**src/sv/dect_pkg.sv**
```systemverilog
// Package for the dual edge contour tracer: constants, direction tables,
// controller state type and the command/status structs. No dependencies.
`timescale 1ns / 1ps
package dect_pkg;

    localparam int IMAGE_WIDTH  = 188;
    localparam int IMAGE_HEIGHT = 120;
    localparam int POINT_LIMIT  = 240;
    localparam int MEET_DIST    = 5;
    localparam int FRAME_SIZE   = IMAGE_WIDTH * IMAGE_HEIGHT;

    localparam logic [1:0] MODE_LOAD  = 2'd0;
    localparam logic [1:0] MODE_START = 2'd1;
    localparam logic [1:0] MODE_STEP  = 2'd2;
    localparam logic [1:0] MODE_SPARE = 2'd3;

    localparam logic CFG_THRESHOLD = 1'b0;
    localparam logic CFG_MAX_STEPS = 1'b1;

    typedef enum logic [2:0] {
        S_IDLE,
        S_RD0,
        S_RD1,
        S_CMP,
        S_EMIT
    } t_state;

    typedef struct packed {
        logic write_pix;
        logic start;
        logic begin_step;
        logic rd0;
        logic rd1;
        logic take_hit;
        logic next_pair;
        logic stop;
        logic emit;
    } t_cmd;

    typedef struct packed {
        logic live;
        logic at_limit;
        logic hit;
        logic last_pair;
        logic out_free;
    } t_sts;

    // x step of direction d; the right tracker mirrors the left one
    function automatic logic signed [1:0] dx_of(input logic side, input logic [2:0] d);
        logic signed [1:0] v;
        unique case (d)
            3'd1, 3'd2, 3'd3: v = 2'sb01;
            3'd5, 3'd6, 3'd7: v = 2'sb11;
            default:          v = 2'sb00;
        endcase
        return side ? -v : v;
    endfunction

    function automatic logic signed [1:0] dy_of(input logic [2:0] d);
        logic signed [1:0] v;
        unique case (d)
            3'd0, 3'd1, 3'd7: v = 2'sb11;
            3'd3, 3'd4, 3'd5: v = 2'sb01;
            default:          v = 2'sb00;
        endcase
        return v;
    endfunction

endpackage

```
**src/sv/dect_ctrl.sv**
```systemverilog
// Controller of the contour tracer: sequences request intake, probe pair
// reads and result emission. Depends on dect_pkg.
`timescale 1ns / 1ps
module dect_ctrl (
    input  logic           i_clk,
    input  logic           i_rst_n,
    input  logic           i_valid,
    input  logic [1:0]     i_mode,
    output logic           o_ready,
    output dect_pkg::t_cmd o_cmd,
    input  dect_pkg::t_sts i_sts
);

    dect_pkg::t_state r_state, n_state;
    logic acc;

    assign acc = i_valid && o_ready;

    always_ff @(posedge i_clk) begin
        if (!i_rst_n) begin
            r_state <= dect_pkg::S_IDLE;
        end else begin
            r_state <= n_state;
        end
    end

    always_comb begin
        n_state = r_state;
        unique case (r_state)
            dect_pkg::S_IDLE: begin
                if (acc && i_mode == dect_pkg::MODE_STEP && i_sts.live) begin
                    n_state = i_sts.at_limit ? dect_pkg::S_EMIT : dect_pkg::S_RD0;
                end
            end
            dect_pkg::S_RD0: n_state = dect_pkg::S_RD1;
            dect_pkg::S_RD1: n_state = dect_pkg::S_CMP;
            dect_pkg::S_CMP: begin
                if (i_sts.hit || i_sts.last_pair) n_state = dect_pkg::S_EMIT;
                else                              n_state = dect_pkg::S_RD0;
            end
            dect_pkg::S_EMIT: begin
                if (i_sts.out_free) n_state = dect_pkg::S_IDLE;
            end
            default: n_state = dect_pkg::S_IDLE;
        endcase
    end

    always_comb begin
        o_cmd   = '0;
        o_ready = 1'b0;
        unique case (r_state)
            dect_pkg::S_IDLE: begin
                o_ready = 1'b1;
                o_cmd.write_pix  = acc && i_mode == dect_pkg::MODE_LOAD;
                o_cmd.start      = acc && i_mode == dect_pkg::MODE_START;
                o_cmd.begin_step = acc && i_mode == dect_pkg::MODE_STEP && i_sts.live;
            end
            dect_pkg::S_RD0: o_cmd.rd0 = 1'b1;
            dect_pkg::S_RD1: o_cmd.rd1 = 1'b1;
            dect_pkg::S_CMP: begin
                o_cmd.take_hit  = i_sts.hit;
                o_cmd.stop      = !i_sts.hit && i_sts.last_pair;
                o_cmd.next_pair = !i_sts.hit && !i_sts.last_pair;
            end
            dect_pkg::S_EMIT: o_cmd.emit = i_sts.out_free;
            default: ;
        endcase
    end

    a_hit_emits: assert property (@(posedge i_clk) disable iff (!i_rst_n)
        (r_state == dect_pkg::S_CMP && i_sts.hit) |=> r_state == dect_pkg::S_EMIT)
        else $error("hit did not lead to emit");

    a_one_cmd: assert property (@(posedge i_clk) disable iff (!i_rst_n)
        $onehot0({o_cmd.rd0, o_cmd.rd1, o_cmd.take_hit, o_cmd.next_pair,
                  o_cmd.stop, o_cmd.emit, o_cmd.begin_step}))
        else $error("conflicting datapath commands");

    a_read_pair: assert property (@(posedge i_clk) disable iff (!i_rst_n)
        (r_state == dect_pkg::S_RD0) |=> r_state == dect_pkg::S_RD1)
        else $error("probe pair read broken");

endmodule

```
**config.mk**
```make
export PLATFORM = sky130hd
export DESIGN_NAME = dect_ctrl
export DESIGN_NICKNAME = d
export VERILOG_FILES = /design/src/sv/dect_pkg.sv /design/src/sv/dect_ctrl.sv
export SDC_FILE = /design/constraint.sdc
export NUM_CORES = 1
export LEC_CHECK = 0
export ABC_AREA = 1
export ABC_CLOCK_PERIOD_IN_PS = 1200
export CAP_MARGIN = 20
export CORE_AREA = 2 2 39 41
export CTS_BUF_LIST = sky130_fd_sc_hd__clkbuf_4 sky130_fd_sc_hd__clkbuf_8
export CTS_CLUSTER_DIAMETER = 200
export DETAILED_ROUTE_END_ITERATION = 6
export DIE_AREA = 0 0 41 43
export DONT_BUFFER_PORTS = 1
export GPL_ROUTABILITY_DRIVEN = 0
export SKIP_CTS_REPAIR_TIMING = 1
export SLEW_MARGIN = 25
export SYNTH_ARGS = -nofsm -noshare
export SYNTH_HDL_FRONTEND = slang
export SYNTH_SLANG_ARGS = --single-unit
```
**constraint.sdc**
```tcl
create_clock -name i_clk -period 1.2 [get_ports i_clk]
set_input_delay 0.24 -clock i_clk [delete_from_list [all_inputs] [get_ports i_clk]]
set_output_delay 0.24 -clock i_clk [all_outputs]
set_load 0.03 [all_outputs]
```
==> flow_summary_export.csv, run 1 <==
group,metric,value,unit
status,run_status,"finished, violations left",
status,violations,"setup timing",
critical_path,crit_path_end_kind,"output port",
place,dp.cells,76,
synthesis,synth_cells,48,
synthesis,syn-num-nets,58,
routing,postRouteAntennaNets,0,
cells_and_area,reg_top3,"r_state x3",
routing,wl,736,um
routing,vias,361,
floorplan,die_w,41,um
sta,setup_viol,10,
cells_and_area,area_growth,106,%
power,pwr-share-comb,40.1,%
sta,slew_violations,0,
cells_and_area,drive_gt1_share,56.9,%
sta,rsz0062_at_grt,"true",
place,hpwl,604,um
power,peakVddDrop,0.425,mV
floorplan,dieArea,0.00176,sq mm
clocking,clockBufferDepth,2,
cells_and_area,instances_no_fill,81,
routing,dr.pass1.iters,4,
critical_path,criticalPathCategory,"reg2out",
job,maxCapViolCount,0,
clocking,h-tree-depth,1,
critical_path,critPathArrivalTime,1.17,ns
place,port_buffers,0,
clocking,cts_tree,"built",
critical_path,worst-path-max-fanout,3,
cells_and_area,top_register,"r_state",
clocking,clkSinkCount,3,
clocking,insertion_delay,0.24,ns
worst_hold_path,hp-class,"in2reg",
power,clkPwrFrac,37.9,%
power,leakage,0.243,nW
global_route,grt_overflow_total,0,
power,fin_total_pwr,0.000530,W
power,p_switching,0.000186,W
global_route,grt_pass1_vias,327,
place,post_dp_cell_area,449,sq um
power,power_density,996,mW/mm^2
sta,finalCritPeriodShare,118,%
cells_and_area,design_area,532,sq um
cells_and_area,largest_reg_flops,3,
synthesis,synth_warnings,0,
routing,drc,0,
power,switching_share,35.1,%
sta,maxSlewHeadroom,85.8,%
place,dp_slack,0.00432,ns
clocking,root_buffer,"clkbuf_4",
cells_and_area,final.fill_count,140,
sta,finClkSkew,0.00342,ns
sta,clock.fmax,0.708,GHz
global_route,grt_pass1_wl,1060,um
sta,hold_violations,0,
synthesis,synth_area,258,sq um
critical_path,startpoint_type,"flip-flop",
floorplan,core,0.00138,sq mm
sta,layout_setup_ws,-0.212,ns
cells_and_area,diodes,0,
synthesis,synth-seq-area-share,23.3,%
critical_path,worstPathRequired,0.96,ns
synthesis,ys_types,14,
clocking,clk_pin_slew_worst_paths,0.04,ns
floorplan,io_pins,20,
routing,wl_per_cell,9.09,um
floorplan,num_rows,14,
power,power_frac_seq,22.0,%
sta,worstMarginPinSlew,0.213,ns
sta,min_period,1.41,ns
global_route,grtUsageTotal,9.34,%
cells_and_area,nets,76,
clocking,cts_buffers,3,
floorplan,initial_core_util,18.6,%
floorplan,die_y,43,um
global_route,antenna_found_initial,0,
power,intPower,0.000344,W
routing,drt-initial-drc-count,1,
synthesis,ys_ff_latch,3,
routing,avgViaCountPerCell,4.46,
global_route,grt_max_degree,5,
synthesis,avgSynthCellArea,5.37,sq um
[power by group through the flow]
stage	Sequential, W	Combinational (W)	Clock (W)
2_1_floorplan	0.000119	0.000129	0
3_3_place_gp	0.000117	0.000189	0
3_5_place_dp	0.000118	0.000190	0
4_1_cts	0.000116	0.000191	0.000213
5_1_grt	0.000118	0.000230	0.000228
6_report	0.000116	0.000212	0.000201
[metrics by stage]
stage,TNS [ns],util (%),hold WS (ns)
detailed placement,0,32.5,0.372
CTS,-1.99,34.6,0.116
finish,-1.26,38.4,0.125
floorplan,-0.461,-,0.358
global placement,0,32.5,0.374
global route,-1.99,38.4,0.115
[layout make-up]
type / instances / area (sq um) / share of cell area [%]
clock buffer: 4 / 30.0 / 5.65
inverter: 11 / 43.8 / 8.24
multi-input combinational: 34 / 230 / 43.3
sequential: 3 / 66.3 / 12.5
tap: 16 / 20.0 / 3.76
timing repair buffer: 13 / 141 / 26.6
[synthesized netlist by cell type]
cell     number  area share [%]
nor2_1       11              16
inv_1        10              15
nand2_1       9              13
dfxtp_1       3              23
nand3_1       3             5.8
nand2_2       2             4.9
nor3_1        2             3.9
o21ai_0       2             3.9
a21oi_1       1             1.9
inv_2         1             1.5
nor2_2        1             2.4
nor4_1        1             2.4
o21a_1        1             2.9
o21ai_2       1             3.4
[path summary, 6_finish.rpt]
check,start,to,slack (ns),depth (start not counted)
setup / recovery,r_state[1],o_cmd[8],-0.21,6
hold / removal,i_rst_n,r_state[1],0.12,1
setup reg to reg,r_state[0],r_state[0],0.13,6
hold reg to reg,r_state[2],r_state[2],0.54,2
[cells in the final DEF (no fill, tap or decap)]
master / n
a21oi_1: 1
buf_12: 2
buf_4: 6
buf_6: 5
clkbuf_4: 4
dfxtp_2: 2
dfxtp_4: 1
inv_1: 7
inv_2: 3
inv_4: 1
nand2_1: 9
nand2_4: 2
nand3_1: 3
nor2_1: 5
nor2_2: 3
nor2_4: 4
nor3_4: 2
nor4_2: 1
o21a_1: 1
o21ai_0: 2
o21ai_2: 1
[critical path, cell delays in order (launching register included)]
cell	delay (ns)
dfxtp_2	0.32
inv_2	0.07
nand2_4	0.06
nor2_4	0.11
nand2_4	0.09
nor3_4	0.15
buf_12	0.14
[per-layer routing]
metal  part of all wire [%]  vias to the layer above  track usage [%]
met1                     33                      161             9.65
li1                       -                      180                -
met4                    1.6                        0             8.00
met3                     11                        2             3.66
met5                      0                        -                0
met2                     54                       18             13.8
[cell families after synthesis]
logic type / synth area share [%]
simple gates: 48.5
buf+inv: 16.0
flops: 23.3
compound gates: 12.1
No activity file was read; power rests on OpenSTA's default activity.
==> run 2, diff against run 1 <==
--- a/config.mk
+++ b/config.mk
@@ -5,7 +5,6 @@
 export SDC_FILE = /design/constraint.sdc
 export NUM_CORES = 1
 export LEC_CHECK = 0
-export ABC_AREA = 1
 export ABC_CLOCK_PERIOD_IN_PS = 1200
 export CAP_MARGIN = 20
 export CORE_AREA = 2 2 39 41
==> flow_summary_export.csv, run 2 <==
group,metric,value,unit
status,run_status,"finished, violations left",
status,violations,"setup timing",
critical_path,crit_start,"r_state[0]",
sta,min_period,1.42,ns
critical_path,crit_top_cell,"buf_4",
synthesis,synthTopCellsByCount,"3 x dfxtp_1, 3 x nor3_1, 3 x nor3b_1",
place,post_dp_cell_area,404,sq um
sta,clock.fmax,0.705,GHz
place,dp.cells,58,
synthesis,avgSynthCellArea,8.76,sq um
routing,avgViaCountPerCell,4.77,
synthesis,ys_types,20,
critical_path,crit_path_end_kind,"output port",
sta,setup_viol,10,
cells_and_area,area_growth,88.2,%
routing,vias,296,
cells_and_area,nets,57,
synthesis,ys_ff_latch,3,
job,maxCapViolCount,0,
synthesis,syn-num-nets,39,
cells_and_area,final.fill_count,155,
global_route,grt_pass1_wl,1160,um
place,hpwl,630,um
cells_and_area,drive_gt1_share,73.9,%
sta,rsz0062_at_grt,"true",
global_route,grtUsageTotal,9.94,%
routing,drc,0,
floorplan,initial_core_util,18.4,%
clocking,cts_tree,"built",
routing,wl,794,um
critical_path,worst_path_max_delay_cell,"dfxtp_2",
cells_and_area,largest_reg_flops,3,
routing,dr.pass1.iters,2,
cells_and_area,diodes,0,
cells_and_area,regArea,66.3,sq um
sta,layout_setup_ws,-0.219,ns
cells_and_area,final_cell_mix,"12 x buf_4, 4 x clkbuf_4, 3 x nor3b_2, 3 x buf_6",
critical_path,critPathArrivalTime,1.18,ns
critical_path,worstPathRequired,0.96,ns
sta,finalCritPeriodShare,118,%
sta,maxSlewHeadroom,86.6,%
cells_and_area,instances_no_fill,62,
routing,drt-initial-drc-count,1,
power,peakVddDrop,0.263,mV
synthesis,synth_async_sr_flop_share,0,%
cells_and_area,final_common_cell,"buf_4",
sta,hold_violations,0,
critical_path,startpoint_type,"flip-flop",
floorplan,dieArea,0.00176,sq mm
worst_hold_path,worstHoldStart,"i_rst_n",
routing,wl_per_cell,12.8,um
floorplan,num_rows,14,
clocking,root_buffer,"clkbuf_4",
global_route,grt_max_degree,7,
clocking,insertion_delay,0.23,ns
floorplan,io_pins,20,
synthesis,synthDominantCellAreaShare,23.6,%
cells_and_area,top_register,"r_state",
worst_hold_path,hp-class,"in2reg",
cells_and_area,multiInputGateArea,230,sq um
sta,slew_violations,0,
cells_and_area,reg_top3,"r_state x3",
clocking,h-tree-depth,1,
power,leakage,0.205,nW
floorplan,die_w,41,um
global_route,grt_pass1_vias,299,
synthesis,yosysTopAreaCell,"dfxtp_1",
power,fin_total_pwr,0.000391,W
global_route,antenna_found_initial,0,
floorplan,die_y,43,um
sta,finClkSkew,0.00383,ns
clocking,clk_pin_slew_worst_paths,0.04,ns
critical_path,worstPathCellList,"buf_4, nor3b_2, buf_4",
synthesis,synthFlopType,"dfxtp_1",
synthesis,synth-seq-area-share,23.6,%
synthesis,synth_cells,29,
cells_and_area,finish.utilization,34.5,%
clocking,clockBufferDepth,2,
critical_path,reg2reg_from,"r_state[0]",
synthesis,synth_warnings,0,
sta,worstMarginPinSlew,0.199,ns
critical_path,worst-path-max-fanout,6,
synthesis,ys_top_cells_by_area,"dfxtp_1 24%, buf_6 8.9%, nor3b_1 8.9%",
place,dp_slack,-0.0538,ns
power,power_density,818,mW/mm^2
synthesis,synth_area,254,sq um
critical_path,criticalPathCategory,"reg2out",
clocking,clkSinkCount,3,
global_route,grt_overflow_total,0,
synthesis,synth_enable_flop_cells,0,
floorplan,core,0.00138,sq mm
place,port_buffers,0,
clocking,cts_buffers,3,
critical_path,slowest_delay,0.39,ns
routing,postRouteAntennaNets,0,
cells_and_area,design_area,478,sq um
[run 2: cell types whose count changed after synthesis, sizes merged, moves of 2 or more]
| cell | previous run | this run |
|---|---|---|
| nor3b | 0 | 3 |
| inv | 11 | 2 |
| nor2 | 12 | 2 |
| o21ai | 3 | 1 |
| buf | 0 | 2 |
| nand3 | 3 | 1 |
| nand2 | 11 | 1 |
| nor3 | 2 | 4 |
| o2111a | 0 | 2 |
[run 2: final cells by class]
type / count / share of cell area, %
clock buffers: 4 / 6.28
multi-input cells: 22 / 48.2
repair buffers: 15 / 25.9
well taps: 16 / 4.19
inverters: 2 / 1.57
flip-flops and latches: 3 / 13.9
[run 2: worst paths after layout]
path,to,slack [ns],cells past startpoint
max,o_cmd[5],-0.22,3
min,r_state[1],0.12,1
max reg2reg,r_state[2],0.03,4
min reg2reg,r_state[0],0.65,2
[run 2: critical path, delay by kind of cell (launching register included)]
family	cells	cell delay, ns
flops	1	0.39
buf+inv	2	0.38
simple gates	1	0.18
[run 2: kinds of logic after synthesis]
logic type             count (synthesis)  synth area share [%]
buffers and inverters                  4                  11.8
flip-flops                             3                  23.6
AND/OR/NAND/NOR                       16                  43.8
AO/OA/AOI/OAI                          6                  20.7
[run 2: metrics by stage]
| step | setup TNS, ns | hold WS (ns) |
|---|---|---|
| after floorplan | -1.34 | 0.358 |
| after global placement | -0.0137 | 0.380 |
| after detailed placement | -0.0616 | 0.363 |
| after CTS | -2.42 | 0.117 |
| after global routing | -2.19 | 0.115 |
| final | -1.52 | 0.123 |
[run 2: per-layer routing]
metal,share of wire (%),track usage [%],wire length (um)
met4,0,4.00,0
met2,51,14.4,407
met5,0,0,0
met1,36,11.6,287
met3,13,5.76,100
[run 2: report_power, final]
group | total, W | switching, W | internal (W)
combinational | 0.0000802 | 0.0000405 | 0.0000397
clock | 0.000203 | 0.0000557 | 0.000147
sequential | 0.000107 | 0.00000557 | 0.000102
==> run 3, diff against run 2 <==
--- a/config.mk
+++ b/config.mk
@@ -13,7 +13,6 @@
 export DETAILED_ROUTE_END_ITERATION = 6
 export DIE_AREA = 0 0 41 43
 export DONT_BUFFER_PORTS = 1
-export GPL_ROUTABILITY_DRIVEN = 0
 export SKIP_CTS_REPAIR_TIMING = 1
 export SLEW_MARGIN = 25
 export SYNTH_ARGS = -nofsm -noshare
==> constraint.sdc (replaced) <==
create_clock -name i_clk -period 1.2 [get_ports i_clk]
set_input_delay 0.12 -clock i_clk [delete_from_list [all_inputs] [get_ports i_clk]]
set_output_delay 0.12 -clock i_clk [all_outputs]
set_load 0.03 [all_outputs]
==> flow_summary_export.csv, run 3 (synthesis gave the netlist of run 2 again) <==
group,metric,value,unit
sta,maxSlewHeadroom,86.6,%
place,hpwl,547,um
floorplan,die_w,41,um
floorplan,initial_core_util,18.4,%
place,dp_slack,-0.0124,ns
global_route,grt_pass1_wl,966,um
sta,setup_viol,8,
floorplan,io_pins,20,
global_route,grt_pass1_vias,248,
worst_hold_path,worstHoldStart,"i_rst_n",
floorplan,num_rows,14,
clocking,h-tree-depth,1,
clocking,cts_tree,"built",
routing,wl,665,um
routing,avgViaCountPerCell,4.88,
sta,min_period,1.32,ns
critical_path,criticalPathCategory,"reg2out",
power,clkPwrFrac,53.4,%
power,pwr-share-comb,17.5,%
cells_and_area,area_growth,62.6,%
power,leakage,0.181,nW
power,peakVddDrop,0.468,mV
status,run_status,"finished, violations left",
critical_path,critPathArrivalTime,1.20,ns
place,place_congestion,0.748,
routing,wl_per_cell,11.5,um
sta,hold_ws,0.0176,ns
power,switching_share,24.3,%
global_route,grt_max_degree,11,
job,maxCapViolCount,0,
cells_and_area,largest_reg_flops,3,
sta,clock.fmax,0.759,GHz
global_route,antenna_found_initial,0,
clocking,insertion_delay,0.23,ns
floorplan,core,0.00138,sq mm
floorplan,die_y,43,um
cells_and_area,instances_no_fill,58,
place,dp.cells,53,
status,violations,"setup timing",
critical_path,reg2reg_to,"r_state[2]",
worst_hold_path,min_path_cells,1,
clocking,clkSinkCount,3,
cells_and_area,final_cell_mix,"11 x buf_4, 4 x clkbuf_4, 3 x nor3b_2, 3 x dfxtp_4",
cells_and_area,final_common_cell,"buf_4",
sta,finalCritPeriodShare,110,%
routing,postRouteAntennaNets,0,
sta,fin_setup_tns,-0.477,ns
critical_path,startpoint_type,"flip-flop",
sta,worstMarginPinSlew,0.201,ns
routing,drc,0,
routing,wl_met2,267,um
clocking,root_buffer,"clkbuf_4",
power,power_frac_seq,29.2,%
routing,wl_met3,100,um
cells_and_area,final.fill_count,154,
place,port_buffers,0,
cells_and_area,drive_gt1_share,69.0,%
critical_path,crit_path_end_kind,"output port",
critical_path,rrSetupSlack,0.18,ns
floorplan,dieArea,0.00176,sq mm
power,p_switching,0.0000883,W
global_route,grtUsageTotal,8.63,%
cells_and_area,finish.utilization,29.8,%
critical_path,reg2reg_from,"r_state[0]",
worst_hold_path,hold_path_end,"r_state[1]",
sta,layout_setup_ws,-0.117,ns
clocking,clockBufferDepth,2,
cells_and_area,reg_top3,"r_state x3",
sta,slew_violations,0,
worst_hold_path,hp-class,"in2reg",
routing,drt-met1-wl,278,um
routing,vias,283,
routing,dr.pass1.iters,5,
sta,rsz0062_at_grt,"true",
sta,finClkSkew,0.00419,ns
cells_and_area,nets,53,
critical_path,worstPathRequired,1.08,ns
cells_and_area,regArea,71.3,sq um
cells_and_area,top_register,"r_state",
power,power_density,881,mW/mm^2
sta,hold_violations,0,
cells_and_area,diodes,0,
routing,drt-initial-drc-count,5,
routing,top_layer,"met4",
critical_path,worst-path-max-fanout,5,
global_route,grt_overflow_total,0,
critical_path,reg2reg_depth,3,
clocking,clk_pin_slew_worst_paths,0.04,ns
clocking,cts_buffers,3,
cells_and_area,multiInputGateArea,201,sq um
power,intPower,0.000276,W
-- run 3: cell type report --
type                            instances  area share [%]
Multi-Input combinational cell         22            48.8
Timing Repair Buffer                   11            20.0
Sequential cell                         3            17.3
Clock buffer                            4            7.27
Tap cell                               16            4.85
Inverter                                2            1.82
-- run 3: per-layer routing --
| layer | GRT usage [%] | up-vias |
|---|---|---|
| met5 | 0 | - |
| met4 | 6.00 | 0 |
| met3 | 7.33 | 2 |
| met2 | 10.6 | 19 |
| met1 | 9.29 | 119 |
| li1 | - | 143 |
-- run 3: worst max-delay path, stage by stage, from the launching register on --
cell     delay (ns)
dfxtp_4        0.36
nor3_4         0.24
and4b_2        0.37
-- run 3: power groups by stage --
stage               Combinational, W  Sequential (W)  Clock, W
floorplan                  0.0000535        0.000108         0
detailed placement         0.0000616        0.000112         0
CTS                        0.0000619        0.000111  0.000204
finish                     0.0000636        0.000106  0.000194
global placement           0.0000612        0.000112         0
global route               0.0000677        0.000107  0.000221
-- run 3: per-stage QoR --
step / power [W] / cell area [sq um]
floorplan: 0.000162 / 293
CTS: 0.000377 / 395
finish: 0.000364 / 413
global route: 0.000395 / 413
detailed placement: 0.000174 / 365
global placement: 0.000173 / 365
-- run 3: worst max-delay path by stage --
stage / from / endpoint / slack [ns] / depth (start not counted)
global placement: r_state[1] / o_cmd[1] / 0.03 / 3
detailed placement: r_state[1] / o_cmd[1] / -0.01 / 3
finish: r_state[2] / o_cmd[7] / -0.12 / 2
floorplan: r_state[0] / o_cmd[7] / -0.14 / 3
global route: r_state[0] / o_cmd[1] / -0.17 / 3
CTS: r_state[1] / o_cmd[1] / -0.26 / 3
